$ cat src/hw/rtl/drpi_div1000.sv
// Signed division by one thousand, rounding half away from zero, one 16-bit digit a cycle.
`default_nettype none
module drpi_div1000 (
    input  wire logic               aclk,
    input  wire logic               aresetn,
    input  wire logic               start,
    input  wire logic signed [63:0] dividend,
    output logic                    busy,
    output logic                    done,
    output logic signed [63:0]      quotient
);
    localparam logic [26:0] RECIP_1000 = 27'd68719477;

    logic        busy_reg, busy_next;
    logic        done_reg, done_next;
    logic        neg_reg, neg_next;
    logic [1:0]  cnt_reg, cnt_next;
    logic [9:0]  rem_reg, rem_next;
    logic [63:0] q_reg, q_next;
    logic [63:0] mag;
    logic [25:0] part;
    logic [52:0] recip;
    logic [15:0] digit;

    assign mag   = dividend[63] ? 64'(-dividend) : 64'(dividend);
    assign part  = {rem_reg, 16'd0} + 26'(q_reg[63:48]);
    assign recip = {27'd0, part} * {26'd0, RECIP_1000};
    assign digit = recip[51:36];

    always_comb begin
        busy_next = busy_reg;
        done_next = 1'b0;
        neg_next  = neg_reg;
        cnt_next  = cnt_reg;
        rem_next  = rem_reg;
        q_next    = q_reg;
        if (start) begin
            busy_next = 1'b1;
            neg_next  = dividend[63];
            cnt_next  = '0;
            rem_next  = '0;
            q_next    = mag + 64'd500;
        end else if (busy_reg) begin
            rem_next = 10'(part - 26'(digit) * 26'd1000);
            q_next   = {q_reg[47:0], digit};
            cnt_next = cnt_reg + 1'b1;
            if (cnt_reg == 2'd3) begin
                busy_next = 1'b0;
                done_next = 1'b1;
            end
        end
    end

    always_ff @(posedge aclk) begin
        if (!aresetn) begin
            busy_reg <= 1'b0;
            done_reg <= 1'b0;
        end else begin
            busy_reg <= busy_next;
            done_reg <= done_next;
        end
        neg_reg <= neg_next;
        cnt_reg <= cnt_next;
        rem_reg <= rem_next;
        q_reg   <= q_next;
    end

    assign busy     = busy_reg;
    assign done     = done_reg;
    assign quotient = neg_reg ? -$signed(q_reg) : $signed(q_reg);

endmodule
`default_nettype wire

$ cat config.mk
export PLATFORM = sky130hd
export DESIGN_NAME = drpi_div1000
export DESIGN_NICKNAME = d
export VERILOG_FILES = /design/src/hw/rtl/drpi_div1000.sv
export SDC_FILE = /design/constraint.sdc
export NUM_CORES = 1
export LEC_CHECK = 0
export ABC_AREA = 1
export BUFFER_PORTS_ARGS = -buffer_cell sky130_fd_sc_hd__buf_2
export CORE_MARGIN = 4
export CORE_UTILIZATION = 45
export CTS_CLUSTER_DIAMETER = 50
export DETAILED_ROUTE_END_ITERATION = 8
export GPL_TIMING_DRIVEN = 0
export PLACE_DENSITY_LB_ADDON = 0.08
export SLEW_MARGIN = 0
export SYNTH_ARGS = -nofsm -noshare
export SYNTH_HDL_FRONTEND = slang
export SYNTH_SLANG_ARGS = --single-unit
$ cat constraint.sdc
create_clock -name aclk -period 8.2 [get_ports aclk]
set_input_delay 0.82 -clock aclk [delete_from_list [all_inputs] [get_ports aclk]]
set_output_delay 0.82 -clock aclk [all_outputs]
set_load 0.01 [all_outputs]
Yosys cells after proc, flatten, opt, wreduce, memory -nomap -nowiden:

Index checks and enable logic that the tools add are counted.

* register bits: 79
* bits in latches: 0
* bits in writable memories: 0
* bits in read-only memories: 0
* input bits: 67
* output and inout port bits: 66
* logic and storage cells: 27
* memories: 0

* add/sub/neg operators: 6
* multiply operators: 2
* divide/modulo/power cells: 0
* magnitude comparators: 0
* equal/unequal tests: 1
* shift operators: 0
* multiplexer cells: 8
* bitwise logic cells: 2
* reductions and logical operators: 2

Operators by type and width (number)
* 64-bit 2-to-1 mux: 4
* 64-bit negator: 2
* 64-bit by 9-bit adder with 64-bit output (second input constant): 1
* 26-bit by 27-bit multiplier with 52-bit output (second input constant): 1
* 26-bit by 16-bit adder with 26-bit output: 1
* 16-bit by 7-bit multiplier with 7-bit output (second input constant): 1
* 10-bit subtractor: 1
* 1-bit 2-to-1 mux: 4
* 3-bit OR reduction: 1
* 2-bit by 1-bit adder with 2-bit output (second input constant): 1
* 2-bit equality test (second input constant): 1
* 1-bit inverter: 2
* 2-bit nonzero test: 1

Depth between registers and ports, before layout:

* depth after elaboration: 4
* gate-level depth with buffers: 45
* mapped depth without buffers: 45

Worst setup path before layout:

OpenSTA, ideal clock, no wires.

* kind: reg2reg
* start point: register q_reg[63]
* end point: register rem_reg[9]
* setup time: 0.113 ns
* data arrival time: 8.473 ns
* data required time: 8.087 ns
* setup slack: -0.386 ns
* stages on the path, launching flop included: 41
* path buffers: 0
* period minus slack after synthesis: 8.586 ns
* cells stage by stage: edfxtp_1 inv_1 ha_1 inv_1 fa_1 fa_1 inv_1 fa_1 inv_1 fa_1 fa_1 inv_1 fa_1 inv_1 ha_1 a21oi_1 nor2_1 o21ai_0 [... 5 more ...] ha_1 ha_1 fa_1 fa_1 ha_1 a21oi_1 nand2_1 xor2_1 xor2_1 inv_1 nand3_1 nand2_1 inv_1 nand3_1 nand2_1 nand2_1 nand3_1 nand2_1

* longest elaborated chain between the ends: 4

RTL lines
* from (decl): RTL line 19 `logic [63:0] q_reg, q_next;`
* from (signal assigned): RTL line 65 `q_reg <= q_next;`
* 26-bit by 16-bit adder with 26-bit output: RTL line 26 `assign part = {rem_reg, 16'd0} + 26'(q_reg[63:48]);`
* 26-bit by 27-bit multiplier with 52-bit output: RTL line 27 `assign recip = {27'd0, part} * {26'd0, RECIP_1000};`
* 16-bit by 7-bit multiplier with 7-bit output: RTL line 44 `rem_next = 10'(part - 26'(digit) * 26'd1000);`
* 10-bit subtractor: RTL line 44
* to (signal assigned): RTL line 64 `rem_reg <= rem_next;`
* to (decl): RTL line 18 `logic [9:0] rem_reg, rem_next;`

No other way between the ends.
A chain may end at the register's enable or synchronous reset.

Final worst setup path:

Ends and elaborated chain as after synthesis.

==> reports/results.ini <==
[yosys]
ys_seq_area_frac = 0.106
dominantRegCellSynth = edfxtp_1
avgSynthCellArea_um2 = 7.15
syn_inst = 2957
synth_cell_types = 56
syn-num-nets = 3539
synth_edf_count = 65
yosysTopAreaCellShare = 0.204
synth_seq_cells = 79
synth_largest_area_cell = fa_1
synth_area_mm2 = 0.0212
yosys-top-cells-area = fa_1, ha_1, nand2_1, inv_1, edfxtp_1
ys_async_sr_fraction = 0
yosysWarningCount = 0

[status]
status = finished, violations left
violations = negative setup slack

[grt]
grt_pass1_vias = 20700
grt_util_all_layers = 0.325
grt_pass1_wl_um = 124000
antenna_found_initial = 1
grt_max_degree = 71
overflow = 0

[run]
max-cap-violations = 0

[cells_and_area]
fin_cells = 3812
layout_common_cells = nand2_1, inv_1, nor2_1, ha_1, fa_1
utilization = 0.530
design_area_mm2 = 0.0246
fillCellCount = 4642
nets = 3781
layout_commonest_cell = nand2_1
largest_reg_flops = 64
syn_to_final_growth_pct = 16.4
drive_above_1_share = 0.165

[critical_path]
critPathTopFamily = adder cells
slowest_delay_ns = 0.54
critPathBufInv = 11
cp.depth = 41
cp_slowest_cell = fa_1
critPathLaunchType = flip-flop
cp_data_required_time_ns = 8.45
r2r_cells = 41
crit_type = flip-flop to flip-flop
r2r_slack_ns = -0.34
cp.arrival_ns = 8.79
crit_top_cell = fa_1
critPathCaptureType = flip-flop
path_max_fanout = 4

[floorplanning]
die_height_um = 225
rows = 79
core_area_mm2 = 0.0465
die_area_mm2 = 0.0505
io_pins = 133
fp.dieW_um = 225
initial_core_util = 0.455

[clocking]
cts_tree = yes
path_clk_slew_ns = 0.07
insertion_delay_ns = 0.35
cts_made_buffers = 9
root_buffer = clkbuf_16
hold_buffers = 0
h-tree-depth = 3
cts_sinks = 79
clock_path_buffers = 2

[detailed_routing]
avgViaCountPerCell = 5.37
drc = 0
drtAntennaViolNets = 0
avgRoutedWirePerCell_um = 21.8
vias = 20500
wirelength_um = 83000
dr.pass1.iters = 8
initialDrtViolationCount = 1637

[hold_path]
hold_depth = 1
hold_path_class = flip-flop to flip-flop

[timing]
timing.final.hold_violations = 0
setup_viol = 1
max-slew-margin-rel = 0.398
skew_ns = 0.0180
min_period_ns = 8.54
drv_slew = 0
fin_ws_ns = -0.340
post-route-period-util = 1.04
rsz0062_at_grt = yes
tightest_slew_ns = 0.903
fmax_mhz = 117

[place]
hpwl_um = 70700
gp_congestion = 0.982
numPlacedInstances = 3696
numPortBuffers = 132
placed_area_mm2 = 0.0227

synth_stat cells, drive strengths merged, types with 3 or more instances:
library cell,count
or2,5
clkbuf,17
ha,300
buf,14
xnor2,27
a21oi,76
nand3,184
a211oi,3
nand4,79
a31oi,13
o21a,4
a22o,3
nor2,346
o21ai,87
nor4,17
a21boi,3
nand2,669
nor3,40
o21bai,5
fa,215
o22ai,4
dfxtp,14
a21o,6
nand3b,5
inv,639
xor2,100
edfxtp,65
o31ai,5
worst paths after layout:
| kind | start | endpoint |
|---|---|---|
| setup / recovery | q_reg[63] | rem_reg[9] |
| setup reg to reg | q_reg[63] | rem_reg[9] |
| hold reg to reg | cnt_reg[1] | cnt_reg[1] |
| hold / removal | cnt_reg[1] | cnt_reg[1] |
cells by family after synthesis:
family                   synth area share
adder cells (fa/ha/maj)             0.381
flip-flops                          0.106
buffers and inverters               0.120
XOR/XNOR                           0.0556
AO/OA/AOI/OAI                      0.0575
AND/OR/NAND/NOR                     0.280
timing repair:
item / in CTS / in global routing
pin swaps: 88 / 49
hold endpoints to repair: 0 / 0
cloned: 0 / 0
setup buffers: 75 / 24
resized for setup: 143 / 75
endpoints found under the setup margin: 4 / 3
through the flow:
step	TNS (ns)	setup slack [ns]	hold WS, ns
2_1_floorplan	0	0.0160	0.460
3_3_place_gp	-3.69	-1.55	0.477
3_5_place_dp	-3.80	-1.57	0.481
4_1_cts	-0.432	-0.389	0.501
5_1_grt	-0.889	-0.632	0.525
6_report	-0.340	-0.340	0.503
worst reg2reg max path, delay by kind of cell, from the launching register on:
family	cells	cell delay [ns]
flops	1	0.45
buf+inv	11	0.99
fa+ha+maj	13	5.37
xor+xnor	2	0.45
simple gates	15	1.19
cell type report:
class	instances	area, um^2	share of cell area
flip-flops and latches	79	2270	0.0922
diodes	1	2.50	0.000102
clock buffers	10	229	0.00930
repair buffers	231	1480	0.0601
multi-input cells	2207	17300	0.701
clock inverters	6	42.5	0.00173
plain buffers	31	140	0.00569
inverters	640	2430	0.0985
well taps	607	759	0.0308
routing by layer:
layer | wire [um] | up-vias | global-route usage
li1 | - | 9797 | -
met1 | 32800 | 9776 | 0.395
met2 | 41400 | 694 | 0.586
met3 | 4430 | 189 | 0.0382
met4 | 4420 | 2 | 0.133
met5 | 11 | - | 0
Power is not shown: default switching activity piles up to over one toggle a cycle in this logic, so the estimate is an artifact.
