===== src/hw/rtl/drpi_pkg.sv =====
// Shared types, constants and tables of the dead-reckoning position integrator.
`default_nettype none
package drpi_pkg;

    localparam int CORDIC_STEPS_DEF = 16;
    localparam int POS_BITS_DEF     = 48;

    localparam logic [1:0] CFG_SILENCE = 2'd0;
    localparam logic [1:0] CFG_STALE   = 2'd1;
    localparam logic [1:0] CFG_SOURCE  = 2'd2;

    localparam logic [15:0] SILENCE_RESET = 16'd1000;
    localparam logic [15:0] STALE_RESET   = 16'd200;

    localparam logic signed [33:0] CORDIC_X0 = 34'sd652032874;

    typedef enum logic [4:0] {
        ST_IDLE,
        ST_EVAL,
        ST_DECIDE,
        ST_A_MX,
        ST_A_UX,
        ST_A_UY,
        ST_V_CORD,
        ST_V_M1,
        ST_V_M2,
        ST_V_M3,
        ST_V_M4,
        ST_V_M5,
        ST_V_S1,
        ST_V_S2,
        ST_P_MN,
        ST_P_SN,
        ST_P_WN,
        ST_P_ME,
        ST_P_SE,
        ST_P_WE,
        ST_DONE
    } drpi_state_t;

    function automatic logic [31:0] atan_turn(input logic [4:0] idx);
        logic [31:0] v;
        case (idx)
            5'd0:    v = 32'd536870912;
            5'd1:    v = 32'd316933406;
            5'd2:    v = 32'd167458907;
            5'd3:    v = 32'd85004756;
            5'd4:    v = 32'd42667331;
            5'd5:    v = 32'd21354465;
            5'd6:    v = 32'd10679838;
            5'd7:    v = 32'd5340245;
            5'd8:    v = 32'd2670163;
            5'd9:    v = 32'd1335087;
            5'd10:   v = 32'd667544;
            5'd11:   v = 32'd333772;
            5'd12:   v = 32'd166886;
            5'd13:   v = 32'd83443;
            5'd14:   v = 32'd41722;
            5'd15:   v = 32'd20861;
            5'd16:   v = 32'd10430;
            5'd17:   v = 32'd5215;
            5'd18:   v = 32'd2608;
            5'd19:   v = 32'd1304;
            5'd20:   v = 32'd652;
            5'd21:   v = 32'd326;
            5'd22:   v = 32'd163;
            5'd23:   v = 32'd81;
            default: v = 32'd0;
        endcase
        return v;
    endfunction

endpackage
`default_nettype wire


===== src/hw/rtl/drpi_cordic.sv =====
// Iterative CORDIC rotation giving cosine and sine of a heading in Q30.
`default_nettype none
module drpi_cordic
    import drpi_pkg::*;
#(
    parameter int CORDIC_STEPS = CORDIC_STEPS_DEF
) (
    input  wire logic               aclk,
    input  wire logic               aresetn,
    input  wire logic               start,
    input  wire logic [15:0]        heading,
    output logic                    done,
    output logic signed [31:0]      cos_q30,
    output logic signed [31:0]      sin_q30
);
    localparam int CW = $clog2(CORDIC_STEPS + 1);

    logic              busy_reg, busy_next;
    logic              done_reg, done_next;
    logic              flip_reg, flip_next;
    logic [CW-1:0]     cnt_reg, cnt_next;
    logic signed [33:0] x_reg, x_next, y_reg, y_next, z_reg, z_next;
    logic [31:0]       ang;
    logic signed [33:0] z0, atan_v;

    assign ang    = {heading, 16'd0};
    assign z0     = 34'(signed'(ang));
    assign atan_v = 34'(atan_turn(5'(cnt_reg)));

    always_comb begin
        busy_next = busy_reg;
        done_next = 1'b0;
        flip_next = flip_reg;
        cnt_next  = cnt_reg;
        x_next    = x_reg;
        y_next    = y_reg;
        z_next    = z_reg;
        if (start) begin
            busy_next = 1'b1;
            cnt_next  = '0;
            x_next    = CORDIC_X0;
            y_next    = '0;
            if (z0 > 34'sd1073741824 || z0 < -34'sd1073741824) begin
                flip_next = 1'b1;
                z_next    = 34'(signed'(ang - 32'h8000_0000));
            end else begin
                flip_next = 1'b0;
                z_next    = z0;
            end
        end else if (busy_reg) begin
            if (z_reg >= 0) begin
                x_next = x_reg - (y_reg >>> cnt_reg);
                y_next = y_reg + (x_reg >>> cnt_reg);
                z_next = z_reg - atan_v;
            end else begin
                x_next = x_reg + (y_reg >>> cnt_reg);
                y_next = y_reg - (x_reg >>> cnt_reg);
                z_next = z_reg + atan_v;
            end
            cnt_next = cnt_reg + 1'b1;
            if (cnt_reg == CW'(CORDIC_STEPS - 1)) begin
                busy_next = 1'b0;
                done_next = 1'b1;
            end
        end
    end

    always_ff @(posedge aclk) begin
        if (!aresetn) begin
            busy_reg <= 1'b0;
            done_reg <= 1'b0;
        end else begin
            busy_reg <= busy_next;
            done_reg <= done_next;
        end
        flip_reg <= flip_next;
        cnt_reg  <= cnt_next;
        x_reg    <= x_next;
        y_reg    <= y_next;
        z_reg    <= z_next;
    end

    assign done    = done_reg;
    assign cos_q30 = flip_reg ? 32'(-x_reg) : 32'(x_reg);
    assign sin_q30 = flip_reg ? 32'(-y_reg) : 32'(y_reg);

endmodule
`default_nettype wire


===== config.mk =====
export PLATFORM = sky130hd
export DESIGN_NAME = drpi_cordic
export DESIGN_NICKNAME = d
export VERILOG_FILES = /design/src/hw/rtl/drpi_pkg.sv /design/src/hw/rtl/drpi_cordic.sv
export SDC_FILE = /design/constraint.sdc
export NUM_CORES = 1
export LEC_CHECK = 0
export ABC_AREA = 1
export ABC_CLOCK_PERIOD_IN_PS = 4510
export BUFFER_PORTS_ARGS = -buffer_cell sky130_fd_sc_hd__buf_4
export CORE_MARGIN = 2
export CORE_UTILIZATION = 36
export CTS_CLUSTER_DIAMETER = 100
export DETAILED_ROUTE_END_ITERATION = 16
export PLACE_DENSITY = 0.52
export SETUP_SLACK_MARGIN = 0.02
export SLEW_MARGIN = 20
export SYNTH_ARGS = -nofsm -noshare
export SYNTH_HDL_FRONTEND = slang
export SYNTH_SLANG_ARGS = --single-unit

===== constraint.sdc =====
create_clock -name aclk -period 4.51 [get_ports aclk]
set_input_delay 1.1275 -clock aclk [delete_from_list [all_inputs] [get_ports aclk]]
set_output_delay 1.1275 -clock aclk [all_outputs]
set_load 0.05 [all_outputs]

Yosys cells after proc, flatten, opt, wreduce, memory -nomap -nowiden
Memories as Yosys holds them, arrays and structs flattened. A register that Yosys moved wholly into a read port is not among the register bits.
Index checks and enable logic that the tools add are counted.
Cells by class
  add/subtract/negate cells: 10
  magnitude comparators: 3
  equality and inequality tests: 1
  shifts and indexed selects: 2
  mux-type cells: 15
  bitwise logic cells: 2
  reductions and logical operators: 3
Operators with widths (number)
  34-bit 2-to-1 mux: 6
  34-bit adder: 2
  34-bit by 5-bit >>> shifter with 34-bit output: 2
  34-bit subtractor: 2
  32-bit 2-to-1 mux: 2
  32-bit negator: 2
  34-bit by 33-bit adder with 34-bit output: 1
  34-bit by 1-bit greater-or-equal comparator with 1-bit output (second input constant): 1
  34-bit by 33-bit subtractor with 34-bit output: 1
  32-bit > comparator (second input constant): 1
  32-bit by 31-bit < comparator with 1-bit output (second input constant): 1
  32-bit subtractor (second input constant): 1
  5-bit 2-to-1 mux: 2
  5-bit by 1-bit adder with 5-bit output (second input constant): 1
  5-bit by 4-bit == test with 1-bit output (second input constant): 1
  1-bit 2-to-1 mux: 5
  3-bit OR reduction: 1
  1-bit NOT: 2
  2-bit nonzero test: 1
  1-bit logical OR: 1
Storage, ports and cells
  register bits after elaboration: 110
  bits in read-only memories: 960
  input bits: 19
  output and inout port bits: 65
  word-level logic and storage cells: 44
  memories kept: 1
Memory list
  (name not given): depth 32, width 30, rd ports 1, clocked after Yosys merged registers in 1, wr ports 0, line drpi_pkg.sv:43  | case (idx)

Longest topological paths before layout
Gate-level depths: netlist of run 1.
  depth after elaboration: 4
  gate-level depth with buffers: 40
  mapped depth without buffers: 37

Worst setup path before layout of run 1
No wires, ideal clock.
  kind: reg2out
  start: register y_reg[1]
  end: output port sin_q30[30]
  data arrival time: 2893 ps
  data required time: 3383 ps
  path slack: 490 ps
  cell stages (with the launch flop): 16
  buffers on the path: 0
  cell sequence: dfxtp_1 inv_1 ha_1 inv_1 nor3_1 nor3b_1 nand3_1 nor3_2 nand3_1 nor3_1 nand3_1 nand2_1 o21ai_1 a21oi_1 o21ai_1 xor2_1
Between the ends
  cells in the longest elaborated chain, start to end: 2
RTL lines
  start: declaration: line drpi_cordic.sv:22  | logic signed [33:0] x_reg, x_next, y_reg, y_next, z_reg, z_next;
  start signal: assignment: line drpi_cordic.sv:79  | y_reg <= y_next;
  32-bit negator: line drpi_cordic.sv:85  | assign sin_q30 = flip_reg ? 32'(-y_reg) : 32'(y_reg);
  32-bit 2-to-1 mux: line drpi_cordic.sv:85
  end: declaration: line drpi_cordic.sv:14  | output logic signed [31:0] sin_q30
No other way between the ends.

Worst setup path in the final report of run 1
  start: register y_reg[0]
  end: output port sin_q30[30]
The elaborated chain is that of the path after synthesis.

==> results of run 1 <==
[worst max-delay path, stage by stage, from the launching register on]
cell	delay, ps
sky130_fd_sc_hd__dfxtp_4	360
sky130_fd_sc_hd__inv_4	60
sky130_fd_sc_hd__ha_4	120
sky130_fd_sc_hd__inv_4	40
sky130_fd_sc_hd__nor3_4	170
sky130_fd_sc_hd__nor3b_4	240
sky130_fd_sc_hd__nand3_2	150
sky130_fd_sc_hd__nor3_4	270
sky130_fd_sc_hd__nand3_2	150
sky130_fd_sc_hd__nor3_4	240
sky130_fd_sc_hd__nand3_2	140
sky130_fd_sc_hd__nand2_2	120
sky130_fd_sc_hd__o21ai_4	90
sky130_fd_sc_hd__a21oi_2	140
sky130_fd_sc_hd__o21ai_1	100
sky130_fd_sc_hd__xor2_1	180
sky130_fd_sc_hd__buf_4	220
[cells in the final DEF, fill, tap and decap left out, types with 6 or more instances in the layout]
cell type | Yosys | final
sky130_fd_sc_hd__o211ai_1 | 12 | 12
sky130_fd_sc_hd__o21ai_2 | 4 | 25
sky130_fd_sc_hd__o21a_1 | 9 | 9
sky130_fd_sc_hd__dfxtp_1 | 105 | 94
sky130_fd_sc_hd__nand2_1 | 803 | 764
sky130_fd_sc_hd__buf_12 | 0 | 15
sky130_fd_sc_hd__nand3_1 | 430 | 383
sky130_fd_sc_hd__nor2_2 | 11 | 21
sky130_fd_sc_hd__o22ai_1 | 26 | 26
sky130_fd_sc_hd__o221ai_1 | 6 | 6
sky130_fd_sc_hd__nand4_1 | 21 | 21
sky130_fd_sc_hd__o21ai_1 | 20 | 32
sky130_fd_sc_hd__nor4_1 | 14 | 8
sky130_fd_sc_hd__a31oi_1 | 34 | 30
sky130_fd_sc_hd__nor3_2 | 2 | 7
sky130_fd_sc_hd__ha_1 | 113 | 96
sky130_fd_sc_hd__edfxtp_1 | 35 | 35
sky130_fd_sc_hd__nand3_2 | 9 | 54
sky130_fd_sc_hd__clkbuf_16 | 0 | 22
sky130_fd_sc_hd__or2_2 | 22 | 22
sky130_fd_sc_hd__inv_8 | 0 | 6
sky130_fd_sc_hd__xor2_1 | 117 | 112
sky130_fd_sc_hd__a21oi_1 | 179 | 157
sky130_fd_sc_hd__nor2_1 | 265 | 242
sky130_fd_sc_hd__ha_4 | 0 | 15
sky130_fd_sc_hd__inv_4 | 0 | 7
sky130_fd_sc_hd__nor3_1 | 44 | 28
sky130_fd_sc_hd__o21ai_0 | 141 | 107
sky130_fd_sc_hd__nor2_4 | 5 | 18
sky130_fd_sc_hd__nand2_2 | 22 | 57
sky130_fd_sc_hd__a21o_1 | 8 | 8
sky130_fd_sc_hd__xnor2_1 | 70 | 68
sky130_fd_sc_hd__inv_6 | 0 | 6
sky130_fd_sc_hd__inv_1 | 270 | 259
sky130_fd_sc_hd__a21oi_2 | 0 | 20
sky130_fd_sc_hd__inv_2 | 17 | 21
sky130_fd_sc_hd__nor3_4 | 0 | 11
sky130_fd_sc_hd__dfxtp_2 | 0 | 6
sky130_fd_sc_hd__buf_4 | 9 | 417
[power by group]
part	switching, uW	leakage [uW]	internal (uW)
logic	10600	0.00995	7130
clock network	763	0.000296	768
registers	541	0.00123	1750
[worst min-delay path by stage]
stage / startpoint / endpoint / slack [ps] / cells past startpoint
after floorplan: y_reg[31]$_SDFFE_PP0P_ / y_reg[31]$_SDFFE_PP0P_ / 480 / 2
after global placement: y_reg[1]$_SDFFE_PP0P_ / y_reg[1]$_SDFFE_PP0P_ / 510 / 2
after detailed placement: y_reg[1]$_SDFFE_PP0P_ / y_reg[1]$_SDFFE_PP0P_ / 530 / 2
after CTS: x_reg[1]$_SDFFE_PP1P_ / x_reg[1]$_SDFFE_PP1P_ / 540 / 2
after global routing: x_reg[1]$_SDFFE_PP1P_ / x_reg[1]$_SDFFE_PP1P_ / 550 / 2
final: x_reg[1]$_SDFFE_PP1P_ / x_reg[1]$_SDFFE_PP1P_ / 530 / 2
[cell type report]
class                   instances  area (um^2)  share of cell area (%)
multi-input cells            2438        14300                    60.7
repair buffers                436         3530                    15.0
flip-flops and latches        140         3180                    13.5
inverters                     291         1120                    4.74
well taps                     664          831                    3.53
clock buffers                  18          450                    1.91
clock inverters                14          139                   0.590
[per-layer routing]
metal / up-vias / track usage (%) / wire length, um
li1: 10700 / - / -
met1: 10100 / 38.4 / 34400
met2: 574 / 47.5 / 35400
met3: 82 / 3.40 / 3490
met4: 0 / 8.91 / 1600
met5: - / 0 / 0
[repair_timing]
| item | CTS | global route |
|---|---|---|
| setup endpoints to repair | 26 | 60 |
| pin swaps | 5 | 86 |
| gates resized for setup | 36 | 302 |
| hold buffers | 0 | 0 |
| cloned | 0 | 4 |
| buffers inserted | 4 | 34 |
[logic make-up (layout without fill, tap and decap cells)]
group | Yosys count | in the layout | share of synthesized area, %
AND/OR/NAND/NOR | 1657 | 1657 | 40.4
XOR/XNOR | 187 | 187 | 9.16
buffers and inverters | 413 | 759 | 9.39
flip-flops | 140 | 140 | 17.6
adder cells (fa/ha/maj) | 116 | 116 | 8.25
AO/OA/AOI/OAI | 478 | 478 | 15.2
[metrics by stage]
stage	cells	utilization [%]	worst slack, ps	setup TNS, ps	area, um^2
2_1_floorplan	2991	-	490	0	17900
3_3_place_gp	3927	43.4	-57.4	-68.0	21300
3_5_place_dp	3927	43.4	-48.9	-86.5	21300
4_1_cts	3963	45.0	21.8	0	22000
5_1_grt	4001	48.1	-131	-504	23500
6_report	4001	48.1	95.3	0	23500
==> summary.md, run 1 <==
| Metric | Value |
|---|---|
| Yosys warning count | `0` |
| Mapped cell area | `17900 um^2` |
| EDFF count, synth | `35` |
| Vias in the first global route | `19900` |
| TritonCTS clock tree | `yes` |
| Global-route wire length before repair | `114000 um` |
| MaxCap Viol Count | `0` |
| Worst hold-check slack | `533 ps` |
| Leakage | `0.0115 uW` |
| Layout area overhead | `31.8%` |
| Startpoint type of the worst setup path | `register` |
| Total grt overflow | `0` |
| Post-synthesis sequential area ratio | `17.6%` |
| Maximum number of pins on one net before global-route repair | `64` |
| Total power consumption of the routed design | `21500 uW` |
| Final hold viol count | `0` |
| Port Buffers | `83` |
| Number of top-level pins | `84` |
| Flop and latch count out of synthesis | `140` |
| Gate count of the mapped netlist | `2991` |
| Setup repair after global routing missed its margin | `true` |
| Post-DR vias/cell | `5.36` |
| Routability Congestion | `0.960` |
| Final Skew | `15.9 ps` |
| Detail Placement HPWL | `57600 um` |
| Top flip-flop cell by instance count after synthesis | `sky130_fd_sc_hd__dfxtp_1` |
| Initial DRC count | `1944` |
| Arrival time of data at the critical path endpoint | `3290 ps` |
| Number of antenna violations at the first check in global routing | `0` |
| Root cell of the clock tree | `sky130_fd_sc_hd__clkbuf_16` |
| Final Max Slew Viols | `0` |
| Worst Reg-to-Reg Cells | `32` |
| DR WL/cell | `18.7 um` |
| Total length of routed wires | `74900 um` |
| Worst-path fanout max | `3` |
| Async SR Flop Fraction | `0%` |
| Post-layout min period | `4410 ps` |
| Most frequent cell after synthesis | `sky130_fd_sc_hd__nand2_1` |
| Insertion delay to the later sink of the worst-skew pair | `510 ps` |
| Net Count, Synth | `3126` |
| Portion of synthesized cell area occupied by the leading cell type | `16.9%` |
| Maximum clock frequency | `227 MHz` |
| Area leader, netlist | `sky130_fd_sc_hd__nand2_1` |
| N_diodes | `0` |
| Power Dens Cells | `914 nW/um^2` |
| Tightest slew margin relative to the limit | `33.4%` |
| Worst reg2reg startpoint | `cnt_reg[0]$_SDFFE_PP0P_` |
| Die Span Y | `227 um` |
| # setup viols final | `0` |
| CTS sink count | `140` |
| Critical path class | `reg -> out` |
| DR vias | `21400` |
| Cell variety after synth | `57` |
| All-Layer GR Usage | `28.6%` |
| Main area contributors after synthesis | `sky130_fd_sc_hd__nand2_1 17%, sky130_fd_sc_hd__nand3_1 12%, sky130_fd_sc_hd__dfxtp_1 12%, sky130_fd_sc_hd__ha_1 7.9%, sky130_fd_sc_hd__edfxtp_1 5.9%` |
| Run status | `completed` |
| Number of H-tree branching levels | `4` |
| Post-synth top cells | `803 x sky130_fd_sc_hd__nand2_1, 430 x sky130_fd_sc_hd__nand3_1, 270 x sky130_fd_sc_hd__inv_1, 265 x sky130_fd_sc_hd__nor2_1, 179 x sky130_fd_sc_hd__a21oi_1` |
| Fraction of layout cells with a size suffix above 1 | `24.3%` |
| Final ANT Viol Nets | `0` |
| Total clock buffers created by CTS | `17` |
| Nets | `3459` |
| Core footprint | `49000 um^2` |
| First drt pass iteration count | `6` |
| Fill cell total of the finished layout | `5183` |
| Required time worst endpoint | `3380 ps` |
| Post-Synthesis Mean Instance Area | `5.98 um^2` |
| Path type of the worst min-delay path | `reg -> reg` |
| Worst setup slack for register-to-register paths | `190 ps` |
| Worst-margin pin slew | `1000 ps` |
| Reg-to-Reg End | `y_reg[33]$_SDFFE_PP0P_` |
| Clock edge transition at the registers on the reported setup and hold paths | `80 ps` |
| Maximum vdd drop | `0.507 mV` |
| End point of the critical path | `sin_q30[30]` |
| Initial Utilization | `36.5%` |
| Fin crit share | `97.9%` |
| Max clock buf depth | `2` |
| Beginning of the critical path | `y_reg[0]$_SDFFE_PP0P_` |
| Area of the die | `51400 um^2` |
| Width of the chip | `227 um` |
| DRC violation count after routing | `0` |
| Row cnt | `81` |
| Nature of the critical path endpoint | `primary output` |
Power figures use the tool's default switching activity.
==> run 2, diff against run 1 <==
--- a/config.mk
+++ b/config.mk
@@ -12,7 +12,7 @@
 export CORE_UTILIZATION = 36
 export CTS_CLUSTER_DIAMETER = 100
 export DETAILED_ROUTE_END_ITERATION = 16
-export PLACE_DENSITY = 0.52
+export PLACE_DENSITY_LB_ADDON = 0.12
 export SETUP_SLACK_MARGIN = 0.02
 export SLEW_MARGIN = 20
 export SYNTH_ARGS = -nofsm -noshare
==> run 2 against run 1 <==
Net effect: combinational power up 5%; global-route usage down 0.18 points; first-iteration DRC count down 16%; fmax up 0.42%; sequential share of layout area down 0.24 points.
==> summary.md, run 2 (synthesis results as in run 1) <==
| Metric | Value |
|---|---|
| Maximum single-stage delay on the critical path | `360 ps (about the same)` |
| Global-route wire length before repair | `113000 um (was 114000 um)` |
| Final Max Slew Viols | `0 (unchanged)` |
| Row cnt | `81 (unchanged)` |
| Final hold viol count | `0 (unchanged)` |
| Area of the die | `51400 um^2 (unchanged)` |
| Root cell of the clock tree | `sky130_fd_sc_hd__clkbuf_16 (unchanged)` |
| Worst min-delay path startpoint | `x_reg[1]$_SDFFE_PP1P_ (unchanged)` |
| Reg-to-Reg End | `y_reg[30]$_SDFFE_PP0P_ (was y_reg[33]$_SDFFE_PP0P_)` |
| First drt pass iteration count | `5 (was 6)` |
| Critical path class | `reg -> out (unchanged)` |
| Aggregate negative setup slack | `0 ps (unchanged)` |
| Vias in the first global route | `20200 (was 19900)` |
| MaxCap Viol Count | `0 (unchanged)` |
| Run status | `completed (unchanged)` |
| # setup viols final | `0 (unchanged)` |
| Arrival time of data at the critical path endpoint | `3270 ps (was 3290 ps)` |
| Maximum number of pins on one net before global-route repair | `52 (was 64)` |
| Die Span Y | `227 um (unchanged)` |
| Core footprint | `49000 um^2 (unchanged)` |
| DR WL/cell | `18.4 um (was 18.7 um)` |
| Final setup margin | `114 ps (was 95.3 ps)` |
| Post-layout min period | `4400 ps (was 4410 ps)` |
| Worst reg2reg startpoint | `cnt_reg[0]$_SDFFE_PP0P_ (unchanged)` |
| Initial DRC count | `1634 (was 1944)` |
| DR vias | `21600 (was 21400)` |
| Leakage | `0.0117 uW (was 0.0115 uW)` |
| Detail Placement HPWL | `58300 um (was 57600 um)` |
| End-of-flow core utilization | `48.9% (was 48.1%)` |
| Total grt overflow | `0 (unchanged)` |
| N_diodes | `0 (unchanged)` |
| Worst Hold Endpoint | `x_reg[1]$_SDFFE_PP1P_ (unchanged)` |
| Final Skew | `29.1 ps (was 15.9 ps)` |
| All-Layer GR Usage | `28.4% (was 28.6%)` |
| Worst-path fanout max | `4 (was 3)` |
| Number of top-level pins | `84 (unchanged)` |
| Maximum clock frequency | `227 MHz (about the same)` |
| Fraction of layout cells with a size suffix above 1 | `26.1% (was 24.3%)` |
| CTS sink count | `140 (unchanged)` |
| Worst hold-check slack | `507 ps (was 533 ps)` |
| Number of H-tree branching levels | `4 (unchanged)` |
| Worst-margin pin slew | `932 ps (was 1000 ps)` |
| DRC violation count after routing | `0 (unchanged)` |
| Tightest slew margin relative to the limit | `37.9% (was 33.4%)` |
| Commonest cells after routing, fill and taps aside | `748 x sky130_fd_sc_hd__nand2_1, 449 x sky130_fd_sc_hd__buf_4, 376 x sky130_fd_sc_hd__nand3_1, 264 x sky130_fd_sc_hd__inv_1, 234 x sky130_fd_sc_hd__nor2_1 (was 764 x sky130_fd_sc_hd__nand2_1, 417 x sky130_fd_sc_hd__buf_4, 383 x sky130_fd_sc_hd__nand3_1, 259 x sky130_fd_sc_hd__inv_1, 242 x sky130_fd_sc_hd__nor2_1)` |
| Routability Congestion | `0.950 (was 0.960)` |
| Initial Utilization | `36.5% (unchanged)` |
| Maximum vdd drop | `0.515 mV (was 0.507 mV)` |
| Nature of the critical path endpoint | `primary output (unchanged)` |
| Width of the chip | `227 um (unchanged)` |
| Layout area overhead | `33.9% (was 31.8%)` |
| Setup repair after global routing missed its margin | `true (unchanged)` |
| TritonCTS clock tree | `yes (unchanged)` |
| Nets | `3492 (was 3459)` |
| Post-DR vias/cell | `5.36 (about the same)` |
| Clock edge transition at the registers on the reported setup and hold paths | `70 ps (was 80 ps)` |
| Post-placement setup slack | `-222 ps (was -48.9 ps)` |
| Required time worst endpoint | `3380 ps (about the same)` |
| Cell with the largest stage delay on the worst path | `sky130_fd_sc_hd__dfxtp_4 (unchanged)` |
| Ordered cell list for the critical path | `inv_2, ha_1, inv_1, nor3_2, nor3b_2, buf_4, nand3_4, nor3_4, nand3_2, nor3_4, buf_4, buf_4, buf_4, buf_4, buf_4, buf_4, buf_4, nor2_1, xor2_1, buf_4 (was inv_4, ha_4, inv_4, nor3_4, nor3b_4, nand3_2, nor3_4, nand3_2, nor3_4, nand3_2, nand2_2, o21ai_4, a21oi_2, o21ai_1, xor2_1, buf_4)` |
| Port Buffers | `83 (unchanged)` |
| Power Dens Cells | `933 nW/um^2 (was 914 nW/um^2)` |
| Top cell by count, worst path | `sky130_fd_sc_hd__buf_4` |
| Total length of routed wires | `74100 um (was 74900 um)` |
| Path type of the worst min-delay path | `reg -> reg (unchanged)` |
| Insertion delay to the later sink of the worst-skew pair | `520 ps (was 510 ps)` |
| Max clock buf depth | `2 (unchanged)` |
| Worst Reg-to-Reg Cells | `29 (was 32)` |
| Quantity of hold-fixing buffers added after cts | `0 (unchanged)` |
| Number of antenna violations at the first check in global routing | `0 (unchanged)` |
| Total clock buffers created by CTS | `17 (unchanged)` |
| Startpoint type of the worst setup path | `register (unchanged)` |
| Worst setup slack for register-to-register paths | `200 ps (was 190 ps)` |
| Fin crit share | `97.5% (was 97.9%)` |
| Worst hold path stage count | `2 (unchanged)` |
| Most common library cell in the layout ignoring fill and taps | `sky130_fd_sc_hd__nand2_1 (unchanged)` |
| Final ANT Viol Nets | `0 (unchanged)` |
run 2: cell count changes in the layout (fill, tap and decap cells not counted), moves of 6 or more:
cell and delta:
sky130_fd_sc_hd__buf_4 +32, sky130_fd_sc_hd__nand2_1 -16, sky130_fd_sc_hd__nand2_2 +12, sky130_fd_sc_hd__nor2_2 +10, sky130_fd_sc_hd__nor2_1 -8, sky130_fd_sc_hd__o21ai_0 +8
sky130_fd_sc_hd__nand3_1 -7, sky130_fd_sc_hd__nand3_2 +7, sky130_fd_sc_hd__buf_6 +6
run 2: stage by stage:
step / total power [uW] / cells / cell area (um^2)
after floorplan: 12200 / 2991 / 17900
final: 22300 / 4034 / 23900
after global placement: 18600 / 3969 / 21600
after global routing: 24200 / 4034 / 23900
after CTS: 20600 / 4010 / 22400
after detailed placement: 18700 / 3969 / 21600
run 2: layout make-up:
type | instances | area, um^2
Inverter | 291 | 1100
Multi-Input combinational cell | 2438 | 14500
Tap cell | 664 | 831
Sequential cell | 140 | 3170
Clock buffer | 19 | 475
Clock inverter | 13 | 138
Fill cell | 5183 | 25000
Timing Repair Buffer | 469 | 3730
run 2: how the worst max path moves through the flow:
stage / start / end / depth (start not counted)
final: y_reg[0]$_SDFFE_PP0P_ / sin_q30[16] / 20
after global routing: cnt_reg[0]$_SDFFE_PP0P_ / y_reg[30]$_SDFFE_PP0P_ / 29
after CTS: y_reg[0]$_SDFFE_PP0P_ / sin_q30[16] / 20
after detailed placement: cnt_reg[0]$_SDFFE_PP0P_ / x_reg[33]$_SDFFE_PP0P_ / 30
after global placement: cnt_reg[2]$_SDFFE_PP0P_ / x_reg[23]$_SDFFE_PP1P_ / 23
after floorplan: y_reg[1]$_SDFFE_PP0P_ / sin_q30[30] / 15
run 2: report_power, final:
group	switching [uW]	internal, uW
logic	10800	7700
clock network	733	801
registers	544	1750
total	12100	10200
run 2: metal layers:
metal	track usage [%]	routed length [um]	vias up
met5	0	0	-
met4	8.70	1990	0
met3	3.62	3240	106
met2	47.5	35100	591
met1	37.9	33800	10200
li1	-	-	10700
run 2: critical path, delay by kind of cell (launching register included):
kind	cells	cell delay (ps)
buf+inv	11	1150
fa+ha+maj	1	130
xor+xnor	1	140
flops	1	360
simple gates	7	980
run 2: what timing repair did:
item | CTS | global route
pin swaps | 7 | 114
buffers inserted | 9 | 23
endpoints found under the setup margin | 31 | 63
gates cloned | 0 | 1
resized for setup | 46 | 313
